--- config.mk ---
export PLATFORM = sky130hd
export DESIGN_NAME = hbv_sqrt_step
export DESIGN_NICKNAME = d
export VERILOG_FILES = /design/src/rtl/hbv_sqrt_step.sv
export SDC_FILE = /design/constraint.sdc
export NUM_CORES = 1
export LEC_CHECK = 0
export BUFFER_PORTS_ARGS = -buffer_cell sky130_fd_sc_hd__clkbuf_2
export CAP_MARGIN = 20
export CELL_PAD_IN_SITES_DETAIL_PLACEMENT = 1
export CELL_PAD_IN_SITES_GLOBAL_PLACEMENT = 2
export CORE_ASPECT_RATIO = 1.1
export CORE_MARGIN = 2
export CORE_UTILIZATION = 32
export CTS_CLUSTER_DIAMETER = 50
export DETAILED_ROUTE_END_ITERATION = 8
export GPL_TIMING_DRIVEN = 0
export PLACE_DENSITY_LB_ADDON = 0.25
export SETUP_SLACK_MARGIN = 0.15
export SYNTH_ARGS = -nofsm -noshare
export SYNTH_HDL_FRONTEND = slang
export SYNTH_SLANG_ARGS = --single-unit
--- constraint.sdc ---
create_clock -name clk_i -period 9.04 [get_ports clk_i]
set_input_delay 1.808 -clock clk_i [delete_from_list [all_inputs] [get_ports clk_i]]
set_output_delay 1.808 -clock clk_i [all_outputs]
set_load 0.005 [all_outputs]
--- src/rtl/hbv_sqrt_step.sv ---
`timescale 1ns / 1ps
`default_nettype none
// ----------------------------------------------------------------------------
// Square root digit stage
// One registered step of the restoring square root, two radicand bits per step.
// ----------------------------------------------------------------------------
module hbv_sqrt_step (
  input  wire logic        clk_i,
  input  wire logic        en_i,
  input  wire logic [31:0] n_i,
  input  wire logic [15:0] root_i,
  input  wire logic [17:0] rem_i,
  output logic      [31:0] n_o,
  output logic      [15:0] root_o,
  output logic      [17:0] rem_o
);

  logic [17:0] remx;
  logic [17:0] trial;
  logic        ge;
  logic [31:0] n_d;
  logic [15:0] root_d;
  logic [17:0] rem_d;

  always_comb begin
    remx   = {rem_i[15:0], n_i[31:30]};
    trial  = {root_i, 2'b01};
    ge     = remx >= trial;
    n_d    = {n_i[29:0], 2'b00};
    root_d = {root_i[14:0], ge};
    rem_d  = ge ? (remx - trial) : remx;
  end

  always_ff @(posedge clk_i) begin
    if (en_i) begin
      n_o    <= n_d;
      root_o <= root_d;
      rem_o  <= rem_d;
    end
  end

endmodule
`default_nettype wire

==> out/results.tsv <==
stage	metric	value	unit
outcome	status	finished clean	
pwr	power_frac_seq	48.5	%
pwr	ir_drop	0.0552	mV
floorplan	coreArea	0.00984	mm^2
finish	antenna_cells	0	
finish	syn2layout_area_growth	30.4	%
pwr	p_clk_share	30.6	%
timing	min_period_over_period	46.6	%
cts	clockBufferDepth	2	
min_path	min-delay-start	n_i[26]	
worst_setup_path	end_kind	flop	
min_path	hold_path.class	in -> reg	
cts	postCtsSetupRepairBufs	0	
pwr	swShare	26.2	%
timing	rsz0062_at_grt	false	
worst_setup_path	path_cells	clkbuf_2 -> inv_1 -> ha_1 -> o211ai_1 -> o21a_1 -> a2111oi_0 -> nor3_1 -> o311ai_0 -> o21ai_0	
cts	cts_hold_buf	0	
worst_setup_path	required	9.12	ns
global_routing	grt_pass1_vias	2517	
logic_synthesis	yosys-top-cells-area	edfxtp_1 60%, ha_1 7.0%, mux2_4 3.7%	
timing	hold_viol_final	0	
routing	num_vias	2519	
placed_design	post-dp-hpwl	6100	um
flow_run	max_cap_violations	0	
timing	setup_tns	0	ns
floorplan	die_y	109	um
global_routing	grt_max_degree	65	
logic_synthesis	synth_cells	244	
pwr	power_leakage	1.89	nW
logic_synthesis	synth_area_leader_cell	edfxtp_1	
worst_setup_path	critical_path.startpoint	root_i[2]	
timing	setup_violations	0	
timing	maxSlewHeadroom	35.0	%
finish	n_fill_cell	1079	
worst_setup_path	critPathBufInv	2	
floorplan	start_util	32.7	%
worst_setup_path	slowest_delay	0.88	ns
routing	wl_per_cell	15.8	um
logic_synthesis	synthTopCellsByCount	64 x edfxtp_1, 18 x ha_1, 18 x inv_1	
worst_setup_path	cp_slowest_cell	a2111oi_0	
logic_synthesis	synth-edff-count	64	
logic_synthesis	syn_area_per_cell	13.2	um^2
global_routing	track_usage	14.7	%
floorplan	ios	134	
worst_setup_path	critPathArrivalTime	4.29	ns
timing	period_minus_slack	4.21	ns
floorplan	die_w	99.7	um
routing	first_iter_violations	64	
pwr	pwr-share-comb	20.9	%
global_routing	antenna_found_initial	0	
worst_setup_path	critical_path.top_delay_family	compound AO/OA/AOI/OAI gates	
floorplan	die_area	0.0109	mm^2
pwr	p_per_area	181	mW/mm^2
cts	cts_num_sinks	64	
logic_synthesis	synth_flop_cell	edfxtp_1	
logic_synthesis	yosysUniqueCellTypes	45	
global_routing	gr-total-overflow	0	
cts	clk_pin_slew	0.07	ns
floorplan	rows	38	
worst_setup_path	critPathKind	in -> reg	
pwr	p_sw	0.199	mW
global_routing	grt_pass1_wl	12200	um
routing	routed_wl	8060	um
finish	final_core_util	42.7	%
worst_setup_path	cp_max_fo	5	
logic_synthesis	yosysSeqAreaShare	59.7	%
timing	max_slew.worst_pin.slew	0.950	ns
timing	finalMaxSlewViolations	0	
cts	cts_tree	built	
routing	ant_nets	0	
routing	remaining_drc_errors	0	
timing	fmax	237	MHz
placed_design	portBuffers	129	
finish	layout-drive-gt1-share	41.4	%
pwr	internal_power	0.562	mW
worst_setup_path	cp-start-kind	primary input	
cts	htree_levels	3	
logic_synthesis	yosysMostFrequentCell	edfxtp_1	
cts	numCtsBuffers	9	
logic_synthesis	netlist.area_leader.share	59.7	%
routing	drt_pass1_iterations	4	
logic_synthesis	async_reset_ff_share	0	%
cts	ctsResizeCount	0	
routing	avgViaCountPerCell	4.95	
logic_synthesis	yosys_warnings	0	
placed_design	place_congestion	0.741	
logic_synthesis	ys_ff_latch	64	
cts	clock-root-buffer	clkbuf_8	
finish	finalNetCount	471	
logic_synthesis	syn_area	0.00322	mm^2
[path summary, 6_finish.rpt]
path / endpoint / slack, ns / cells after the start
max: rem_o[17] / 4.83 / 9
min: n_o[28] / 1.64 / 1
[cells in the final DEF (no fill, tap or decap), types with 2 or more instances in the layout]
cell / count
a211o_1: 2
a211oi_1: 4
a21o_1: 4
a21oi_1: 16
buf_4: 2
clkbuf_2: 129
clkbuf_8: 10
clkinv_1: 3
conb_1: 2
edfxtp_1: 64
ha_1: 18
inv_1: 18
mux2_2: 2
mux2_4: 8
nand2_1: 13
nand2b_1: 2
nand3_1: 8
nand4_1: 3
nor2_1: 9
nor3_1: 4
o211ai_1: 5
o21a_1: 10
o21ai_0: 13
o21bai_1: 2
or3_1: 2
xnor2_1: 7
xor2_1: 6
[cells by family after synthesis]
logic type	Yosys count	synth area share, %
AOI/OAI and AO/OA	66	13.8
xor gates and xnor gates	13	3.53
adders and majority gates	18	6.99
buffers and inverters	25	4.31
DFF	64	59.7
muxes	10	4.43
other	1	0.116
and+or+nand+nor	47	7.15
[routing by layer]
layer  vias to the layer above  track usage (%)  wire [um]
li1                       1207                -          -
met1                      1183             17.4       3450
met2                       110             24.4       3760
met3                        19             3.40        605
met4                         0             8.41        245
met5                         -                0          0
[metrics by stage]
step	instances	total power, mW	setup WS [ns]	hold WS, ns	instance area, um^2
3_3_place_gp	494	0.533	4.55	1.98	4020
3_5_place_dp	494	0.537	4.47	1.99	4020
6_report	509	0.761	4.83	1.64	4200
2_1_floorplan	245	0.465	4.89	1.91	3230
5_1_grt	509	0.800	4.61	1.63	4200
4_1_cts	509	0.774	4.86	1.62	4200
[layout make-up]
class	instances	area (um^2)	share of cell area [%]
Buffer	6	65.1	1.55
Inverter	19	73.8	1.76
Tap cell	120	150	3.57
Clock inverter	5	48.8	1.16
Multi-Input combinational cell	156	1160	27.7
Timing Repair Buffer	129	648	15.4
Clock buffer	10	128	3.04
Sequential cell	64	1920	45.8
[registers in the layout (all words and copies together), names as in the netlist]
signal and flops:
rem_o 18, n_o 30, root_o 16
[power groups by stage]
stage / logic (mW) / clock network (mW) / registers (mW)
final: 0.159 / 0.233 / 0.369
after global routing: 0.177 / 0.251 / 0.371
after CTS: 0.162 / 0.243 / 0.370
after detailed placement: 0.161 / 0 / 0.376
after global placement: 0.158 / 0 / 0.375
after floorplan: 0.0858 / 0 / 0.380
Note: power is estimated with default switching activity, not from simulation.
