--- src/rtl/hbv_div_step.sv ---
`timescale 1ns / 1ps
`default_nettype none
// ----------------------------------------------------------------------------
// Division bit stage
// One registered step of the restoring divider, producing one quotient bit.
// ----------------------------------------------------------------------------
module hbv_div_step #(
  parameter int unsigned BIT = 0
) (
  input  wire logic        clk_i,
  input  wire logic        en_i,
  input  wire logic [31:0] rem_i,
  input  wire logic [15:0] q_i,
  input  wire logic [15:0] dvs_i,
  output logic      [31:0] rem_o,
  output logic      [15:0] q_o
);

  logic [31:0] trial;
  logic        ge;
  logic [31:0] rem_d;
  logic [15:0] q_d;

  always_comb begin
    trial = {16'b0, dvs_i} << BIT;
    ge    = rem_i >= trial;
    rem_d = ge ? (rem_i - trial) : rem_i;
    q_d   = q_i | ({15'b0, ge} << BIT);
  end

  always_ff @(posedge clk_i) begin
    if (en_i) begin
      rem_o <= rem_d;
      q_o   <= q_d;
    end
  end

endmodule
`default_nettype wire

--- config.mk ---
export PLATFORM = sky130hd
export DESIGN_NAME = hbv_div_step
export DESIGN_NICKNAME = d
export VERILOG_FILES = /design/src/rtl/hbv_div_step.sv
export SDC_FILE = /design/constraint.sdc
export NUM_CORES = 1
export LEC_CHECK = 0
export ABC_AREA = 1
export BUFFER_PORTS_ARGS = -buffer_cell sky130_fd_sc_hd__buf_2
export CORE_MARGIN = 2
export CORE_UTILIZATION = 42
export CTS_BUF_LIST = sky130_fd_sc_hd__clkbuf_4 sky130_fd_sc_hd__clkbuf_8
export DETAILED_ROUTE_END_ITERATION = 10
export PLACE_DENSITY_LB_ADDON = 0.08
export SYNTH_ARGS = -nofsm -noshare
export SYNTH_HDL_FRONTEND = slang
export SYNTH_SLANG_ARGS = --single-unit
--- constraint.sdc ---
create_clock -name clk_i -period 2.9 [get_ports clk_i]
set_input_delay 0.145 -clock clk_i [delete_from_list [all_inputs] [get_ports clk_i]]
set_output_delay 0.145 -clock clk_i [all_outputs]
set_load 0.1 [all_outputs]
==> results of run 1 <==
## layout by cell type (no fill, tap or decap), drive strengths merged
cell type,n
nand2,163
buf,113
inv,85
nor2,53
edfxtp,48
nand3,36
a21oi,24
ha,16
o21ai,16
nand4,12
xnor2,8
clkbuf,5
nor3,4
or2,3
o21bai,2
xor2,2
bufinv,2
a21boi,1
nor4,1
fa,1
dlygate4sd3,1
## layer usage
metal / part of all wire / track usage / wire length (um)
met1: 0.47 / 0.269 / 4350
met4: 0.0078 / 0.0358 / 72
met5: 0 / 0 / 0
met3: 0.053 / 0.0365 / 486
met2: 0.47 / 0.324 / 4320
## repair_timing
item                      in CTS  in global routing
hold buffers                   0                  1
gates resized for setup        0                  0
hold endpoints to repair       0                  1
## final timing paths
| path | startpoint | to | slack, ps |
|---|---|---|---|
| worst max-delay path | rem_i[0] | rem_o[0] | 960 |
| worst min-delay path | q_i[7] | q_o[7] | 10 |
## Yosys cell counts (2+ instances only)
cell type,n
nand2_1,149
inv_1,83
edfxtp_1,48
nor2_1,43
nand3_1,34
ha_1,16
a21oi_1,14
o21ai_2,13
nand4_1,12
a21oi_2,10
nand2_4,10
xnor2_1,8
nor2_4,5
nand2_2,4
nor2_2,4
nor3_1,4
buf_12,2
o21ai_0,2
o21bai_1,2
xor2_1,2
## state kept, by name, indices dropped and copies added, names as in the netlist
signal	cells
q_o	16
rem_o	32
## worst max-delay path, stage by stage
cell	delay (ps)
buf_2	80
inv_1	40
ha_1	210
fa_1	400
inv_1	80
nand3_1	70
nand3_2	110
nand2_1	60
nand2_1	100
nand2_1	110
nand3_4	230
inv_8	180
nand2_1	120
o21ai_2	50
## per-stage QoR
stage | area [um^2] | power, W | cells
floorplan | 3730 | 0.00170 | 480
global placement | 4360 | 0.00189 | 696
detailed placement | 4360 | 0.00190 | 696
CTS | 4490 | 0.00249 | 703
global route | 4500 | 0.00258 | 704
finish | 4500 | 0.00247 | 704
## final cells by class
cell class	instances	area, um^2
fill	880	4180
multi-input combinational	342	1890
sequential	48	1440
timing repair buffer	114	576
inverter	85	327
tap	108	135
clock buffer	5	68.8
clock inverter	2	60.1
## where the power goes
part	internal (W)	switching, W	total [W]
Clock	0.000340	0.000243	0.000583
Combinational	0.000208	0.000810	0.00102
Sequential	0.000854	0.0000151	0.000869
## kinds of logic (layout without fill, tap and decap cells)
family	after synthesis	count (layout)
AO/OA/AOI/OAI	43	43
XOR/XNOR	10	10
adder cells (fa/ha/maj)	17	17
buffers and inverters	90	206
flip-flops	48	48
AND/OR/NAND/NOR	272	272
==> impl_results.md, run 1 <==
* Status: completed
* Flops & latches, synth at 48
* Post-place setup slack at 609 ps
* Syn Nets at 563
* Total CTS buffers at 5
* WL final at 9230 um
* Grt ovf at 0
* Hold WC Path Type: input port to register
* Max clock buf depth at 2
* RSZ-0062 raised after global routing: no
* Syn Area/Cell at 7.78 um^2
* Worst VDD drop at 0.252 mV
* Largest family of logic cells by synthesized area: simple AND/OR/NAND/NOR gates
* Total GRT Usage at 0.195
* CTS Sinks at 48
* Compound-Gate Fraction of Synth Area at 0.0828
* Fraction of the cycle the final worst path needs at 0.670
* Final Net Count at 679
* Die area at 0.00966 mm^2
* Worst Path Arrival at 2020 ps
* Synth Instances at 480
* Synth Area in Adders at 0.0590
* Antenna diodes at 0
* Via/cell ratio at 4.81
* Core area at 0.00868 mm^2
* Synth area leaders: edfxtp_1 (39%), nand2_1 (15%), inv_1 (8.3%)
* TNS Setup at 0 ps
* DRT Pass-1 Iters at 5
* Biggest area consumer among synthesized cells: edfxtp_1
* Clock root buffer: clkbuf_8
* Hold_ws at 12.7 ps
* Setup Buffers After CTS at 0
* Via count at 3388
* Port Buffers at 113
* Worst-margin pin slew at 1100 ps
* Max-slew violations at 0
* Final core occ at 0.519
* Crit path capture type: register
* First-pass GRT wire length at 15300 um
* GPL Wtd Cong at 0.913
* Simple-gate share of the synthesized area at 0.342
* Netlist cell types at 35
* Initial antenna violation count at 0
* Synth warn at 0
* Area Overhead vs Synth at 20.6%
* Post-synthesis mux area share at 0
* Post-synth EDFFs at 48
* Vias in the first global route at 3330
* Synth top area share at 0.386
* Routed length per instance at 13.1 um
* Final Hold Fails at 0
* Slew headroom at 0.264
* Lkg Pwr at 2.28 nW
* DRC Markers at 0
* Synth Cell Area at 0.00373 mm^2
* Data required time at the worst endpoint at 2970 ps
* Sequential area share after synthesis at 0.386
* Die Ht at 98.3 um
* Max Fclk at 0.515 GHz
* PD cells at 548 mW/mm^2
* Post-synth ARST share at 0
* Largest net degree at the start of global routing at 49
* ANT nets after route at 0
* CTS tree: done
* Post-synthesis xor/xnor area fraction at 0.0235
* Final Setup Violations at 0
* Worst setup path category: input port to register
* Share of layout cells above drive strength 1 at 0.289
* Rows at 34
* Final Worst Setup Slack at 957 ps
* Final HPWL from detailed placement at 7400 um
* Max Cap Violations at 0
* Final min period at 1940 ps
* Clk slew on worst S/H paths at 100 ps
* CP Launch Type: input port
* Boundary Pins at 114
* H-tree depth at 2
* CP Max Fanout at 36
* Starting DRT DRC Count at 144
* Die width at 98.3 um
* Ys flop type: edfxtp_1
* Hold Crit Depth at 1
* Initial Util at 0.430
No activity file was read; power rests on OpenSTA's default activity.
==> run 2, diff against run 1 <==
==> constraint.sdc (replaced) <==
create_clock -name clk_i -period 1.6 [get_ports clk_i]
set_input_delay 0.08 -clock clk_i [delete_from_list [all_inputs] [get_ports clk_i]]
set_output_delay 0.08 -clock clk_i [all_outputs]
set_load 0.1 [all_outputs]
==> run 2 against run 1 <==
Net effect:
- the flow now finishes with violations (setup timing)
- via count is 13% higher
- final cell count grew 15%
- routed wire length is 19% higher
- combinational power grew 120%
- flip-flop and latch count unchanged
- critical endpoint is now rem_o[17]
- largest cell class unchanged
==> impl_results.md, run 2 (synthesis gave the netlist of run 1 again) <==
* CP Max Fanout at 6
* PD cells at 796 mW/mm^2
* Worst Path Arrival at 1680 ps
* Max Fclk at 0.619 GHz
* WL final at 11000 um
* Final HPWL from detailed placement at 8260 um
* Total CTS buffers at 5
* Port Buffers at 113
* Vias in the first global route at 3775
* Reg power frac at 0.347
* Regs by FF count: rem_o: 32 flops, q_o: 16 flops
* Switching part of the total at 0.450
* DRT Pass-1 Iters at 4
* Crit path max-delay cell type: fa_2
* Max-slew violations at 0
* Max clock buf depth at 2
* Clock share of power at 0.164
* Routed length per instance at 13.5 um
* Area Overhead vs Synth at 53.0%
* Total GRT Usage at 0.220
* Clock root buffer: clkbuf_8
* Placed Area at 0.00513 mm^2
* CP bufs+invs at 5
* Final Net Count at 785
* Fraction of the cycle the final worst path needs at 1.01
* GPL Wtd Cong at 0.890
* H-tree depth at 2
* Final min period at 1610 ps
* Initial Util at 0.430
* Die Ht at 98.3 um
* Multi-input logic area at 0.00218 mm^2
* Data required time at the worst endpoint at 1660 ps
* Internal power at 0.00250 W
* Share of layout cells above drive strength 1 at 0.454
* Most common cell after layout, fill and taps aside: nand2_1
* DRC Markers at 0
* Slew headroom at 0.675
* Critical path's top delay family: simple AND/OR/NAND/NOR gates
* Worst-margin pin slew at 492 ps
* First-pass GRT wire length at 17300 um
* Failing checks: setup timing
* Core area at 0.00868 mm^2
* Max Cap Violations at 0
* Comb power frac at 0.490
* FF/Latch Area at 0.00144 mm^2
* Final Hold Fails at 0
* Initial antenna violation count at 0
* Psw at 0.00205 W
* Final Setup Violations at 3
* Hold WC Path Type: input port to register
* Crit path capture type: register
* Worst VDD drop at 0.480 mV
* CTS Sinks at 48
* Worst setup path category: input port to register
* Via count at 3840
* Die width at 98.3 um
* CP max stage delay at 350 ps
* Filler cells at 790
* Largest net degree at the start of global routing at 49
* Boundary Pins at 114
* Highest-count cells in the layout ignoring fill and taps: nand2_1 (131), buf_2 (111), buf_4 (84)
* Status: complete, but fails checks
* Max reg flops at 32
* Die area at 0.00966 mm^2
* Final core occ at 0.658
* Via/cell ratio at 4.73
* CTS tree: done
* Cell Chain, Critical Path: buf_8 > inv_8 > ha_4 > fa_2 > inv_2 > nand3_2 > nand3_2 > nand2_2 > nand2_2 > nand2_2 > nand3_4 > buf_12 > buf_12 > nand3_2 > nand2_1 > nand2_1
* Top reg by flops: rem_o
* Grt ovf at 0
* Rows at 34
* Antenna diodes at 0
* RSZ-0062 raised after global routing: yes
* ANT nets after route at 0
* Final Worst Setup Slack at -14.8 ps
* Lkg Pwr at 2.82 nW
* CP Launch Type: input port
* Post-route cell area at 0.00571 mm^2
* Starting DRT DRC Count at 120
* Clk slew on worst S/H paths at 90 ps
## run 2: cell types whose count changed in the layout (fill, tap and decap cells not counted), moves of 7 or more
| cell | change |
|---|---|
| ha_4 | +13 |
| dlygate4sd3_1 | +14 |
| nand2_1 | -18 |
| ha_1 | -15 |
| nor2_1 | -7 |
| nand2_2 | +18 |
| buf_4 | +84 |
## run 2: path summary, 6_finish.rpt
kind	startpoint	end	slack, ps	depth (start not counted)
worst min-delay path	q_i[0]	q_o[0]	40	2
worst max-delay path	rem_i[0]	rem_o[17]	-10	16
## run 2: cell type report
cell class,count,area share
timing repair buffer,218,0.259
clock inverter,3,0.00328
sequential,48,0.252
inverter,85,0.0617
tap,108,0.0236
timing repair inverter,2,0.00635
clock buffer,5,0.0120
multi-input combinational,342,0.382
## run 2: metal layers
layer,up-vias,routed length [um],global-route usage
met5,-,0,0
met4,0,98,0.0485
met3,10,603,0.0387
met2,112,5240,0.376
met1,1742,5010,0.294
li1,1976,-,-
## run 2: stage by stage
stage / power (W) / hold slack [ps] / setup slack [ps] / setup TNS [ps] / instances
2_1_floorplan: 0.00311 / 179 / -117 / -1370 / 480
3_3_place_gp: 0.00369 / 256 / -312 / -8600 / 777
3_5_place_dp: 0.00371 / 259 / -390 / -10000 / 777
4_1_cts: 0.00450 / 30.5 / 9.59 / 0 / 800
5_1_grt: 0.00477 / 50.7 / -82.4 / -450 / 811
6_report: 0.00455 / 38.9 / -14.8 / -24.3 / 811
## run 2: power groups by stage
stage | registers, W | logic [W] | clock network [W]
global placement | 0.00160 | 0.00209 | 0
CTS | 0.00158 | 0.00214 | 0.000783
detailed placement | 0.00161 | 0.00211 | 0
floorplan | 0.00257 | 0.000541 | 0
finish | 0.00158 | 0.00223 | 0.000745
global route | 0.00159 | 0.00236 | 0.000822
## run 2: what timing repair did
item                                    4_1_cts  5_1_grt
hold buffers                                 15        0
setup buffers                                 0        8
hold endpoints to repair                     15        0
endpoints found under the setup margin        6       29
resized for setup                             4       46
pin swaps                                     0       12
gates cloned                                  0        3
==> run 3, diff against run 2 <==
--- a/config.mk
+++ b/config.mk
@@ -5,13 +5,13 @@
 export SDC_FILE = /design/constraint.sdc
 export NUM_CORES = 1
 export LEC_CHECK = 0
-export ABC_AREA = 1
 export BUFFER_PORTS_ARGS = -buffer_cell sky130_fd_sc_hd__buf_2
 export CORE_MARGIN = 2
 export CORE_UTILIZATION = 42
 export CTS_BUF_LIST = sky130_fd_sc_hd__clkbuf_4 sky130_fd_sc_hd__clkbuf_8
 export DETAILED_ROUTE_END_ITERATION = 10
 export PLACE_DENSITY_LB_ADDON = 0.08
+export SLEW_MARGIN = 20
 export SYNTH_ARGS = -nofsm -noshare
 export SYNTH_HDL_FRONTEND = slang
 export SYNTH_SLANG_ARGS = --single-unit
==> run 3 against run 2 <==
Net effect:
- the run still ends with setup timing left
- worst setup slack lost 280 ps
- die area fell by 20%
- first-iteration DRC count shrank 28%
- sequential power about the same
- routed wire length fell by 26%
- critical path depth decreased by 7
- via count decreased by 25%
- design area down 11%
- largest cell class unchanged
==> impl_results.md, run 3 <==
* Status: complete, but fails checks
* Failing checks: setup timing
* Lkg Pwr at 2.25 nW
* Regs by FF count: rem_o: 32 flops, q_o: 16 flops
* Filler cells at 499
* ANT nets after route at 0
* GPL Wtd Cong at 0.858
* CP Max Fanout at 7
* Finished Layout Cells at 594
* Worst setup path category: input port to register
* Sequential area share after synthesis at 0.488
* Synth warn at 0
* Fraction of the cycle the final worst path needs at 1.18
* Most common cell in the synthesized netlist: edfxtp_1
* Via/cell ratio at 4.86
* Biggest area consumer among synthesized cells: edfxtp_1
* Cell Chain, Critical Path: buf_4 > ha_4 > nor2b_2 > o31a_1 > o21a_4 > a211o_1 > buf_6 > nor3b_4 > xor2_1
* Dpl cells at 557
* Synth top area share at 0.488
* Max clock buf depth at 2
* Die width at 87.8 um
* Worst-margin pin slew at 496 ps
* Post-place setup slack at -717 ps
* Syn Area/Cell at 10.8 um^2
* Final core occ at 0.751
* TNS Setup at -7100 ps
* Multi-input logic area at 0.00181 mm^2
* Final HPWL from detailed placement at 5970 um
* Max Fclk at 0.528 GHz
* Synth area leaders: edfxtp_1 (49%), ha_1 (6.8%), xor2_1 (4.5%)
* Starting DRT DRC Count at 87
* Most common cell after layout, fill and taps aside: buf_2
* Final Worst Setup Slack at -294 ps
* Boundary Pins at 114
* PD cells at 914 mW/mm^2
* CP max stage delay at 310 ps
* Data required time at the worst endpoint at 1650 ps
* Top reg by flops: rem_o
* Port Buffers at 113
* Rows at 30
* CTS Sinks at 48
* CTS tree: done
* Initial Util at 0.434
* Final min period at 1890 ps
* Crit path max-delay cell type: a211o_1
* Hold Crit Depth at 2
* Flops & latches, synth at 48
* Worst Path Arrival at 1950 ps
* Die Ht at 87.8 um
* First-pass GRT wire length at 13200 um
* Largest net degree at the start of global routing at 36
* Die area at 0.00771 mm^2
* Vias in the first global route at 2935
* Hold WC Path Type: input port to register
* DRT Pass-1 Iters at 4
* Routed length per instance at 13.7 um
* Max-slew violations at 0
* Crit path capture type: register
* Worst VDD drop at 0.512 mV
* RSZ-0062 raised after global routing: yes
* Total CTS buffers at 5
* Via count at 2884
* Post-synth EDFFs at 48
* Syn Nets at 356
* FF/Latch Area at 0.00144 mm^2
* Synth Cell Area at 0.00295 mm^2
* Ys flop type: edfxtp_1
* Final Net Count at 580
* H-tree depth at 2
* Share of layout cells above drive strength 1 at 0.596
* Pwr Total at 0.00466 W
* Final Setup Violations at 33
* WL final at 8150 um
* Clock root buffer: clkbuf_8
* Clk slew on worst S/H paths at 100 ps
* Core area at 0.00679 mm^2
* Slew headroom at 0.672
* Total GRT Usage at 0.216
* Synth Instances at 273
* Highest-count cells in the layout ignoring fill and taps: buf_2 (107), buf_4 (91), edfxtp_1 (48)
* Max reg flops at 32
* DRC Markers at 0
* Netlist cell types at 48
* Synth top cells by count: edfxtp_1 (48), nor2_1 (32), a21oi_1 (23)
* Final Hold Fails at 0
* Area Overhead vs Synth at 72.8%
* Post-synth ARST share at 0
* Max Cap Violations at 0
* Antenna diodes at 0
* CP Launch Type: input port
* Grt ovf at 0
* Initial antenna violation count at 0
-- run 3: cell types whose count changed after synthesis, moves of 5 or more --
cell     delta
a21o_1      +6
a21oi_1     +9
a21oi_2    -10
inv_1      -65
nand2_1   -134
nand2_4    -10
nand3_1    -27
nand4_1     -8
nor2_1     -11
nor2_4      -5
o21ai_2    -13
xnor2_1     +6
xor2_1     +13
-- run 3: what timing repair did --
| action | in CTS | in global routing |
|---|---|---|
| resized for setup | 50 | 36 |
| hold endpoints to repair | 15 | 0 |
| buffers inserted | 9 | 8 |
| pin swaps | 13 | 18 |
| hold buffers | 15 | 0 |
| setup endpoints to repair | 33 | 33 |
-- run 3: area by class of cell --
| type | instances | share of cell area |
|---|---|---|
| multi-input cells | 198 | 0.355 |
| repair buffers | 226 | 0.302 |
| flip-flops and latches | 48 | 0.283 |
| well taps | 96 | 0.0236 |
| inverters | 18 | 0.0147 |
| clock buffers | 5 | 0.0135 |
| clock inverters | 3 | 0.00834 |
-- run 3: cell families (layout without fill, tap and decap cells) --
logic type               Yosys count  after routing  synth area share
multiplexers                       3              3            0.0127
XOR/XNOR                          29             29            0.0861
buffers and inverters             27            252            0.0437
flip-flops                        48             48             0.488
adder cells (fa/ha/maj)           17             17            0.0746
AND/OR/NAND/NOR                   90             90             0.164
AO/OA/AOI/OAI                     59             59             0.131
-- run 3: worst paths after layout --
check	endpoint	slack (ps)	from
max	rem_o[23]	-290	rem_i[2]
min	q_o[0]	40	q_i[0]
-- run 3: through the flow --
step                hold WS [ps]  area, um^2
detailed placement           258        4380
finish                      36.3        5100
floorplan                    179        3110
CTS                         28.5        4910
global placement             256        4380
global route                16.0        5100
-- run 3: critical path, delay by kind of cell --
| kind | cells | cell delay, ps |
|---|---|---|
| XOR/XNOR | 1 | 170 |
| buffers and inverters | 2 | 290 |
| adder cells (fa/ha/maj) | 1 | 260 |
| AO/OA/AOI/OAI | 3 | 830 |
| AND/OR/NAND/NOR | 2 | 310 |
-- run 3: routing by layer --
metal | vias up | GRT usage | wire, um
met1 | 1344 | 0.279 | 3570
met5 | - | 0 | 0
met2 | 87 | 0.378 | 4080
li1 | 1439 | - | -
met3 | 14 | 0.0339 | 360
met4 | 0 | 0.0531 | 144
-- run 3: power breakdown --
part / internal (W) / switching, W / total, W
clock: 0.000464 / 0.000435 / 0.000899
combinational: 0.000672 / 0.00151 / 0.00218
sequential: 0.00155 / 0.0000304 / 0.00158
total: 0.00269 / 0.00197 / 0.00466
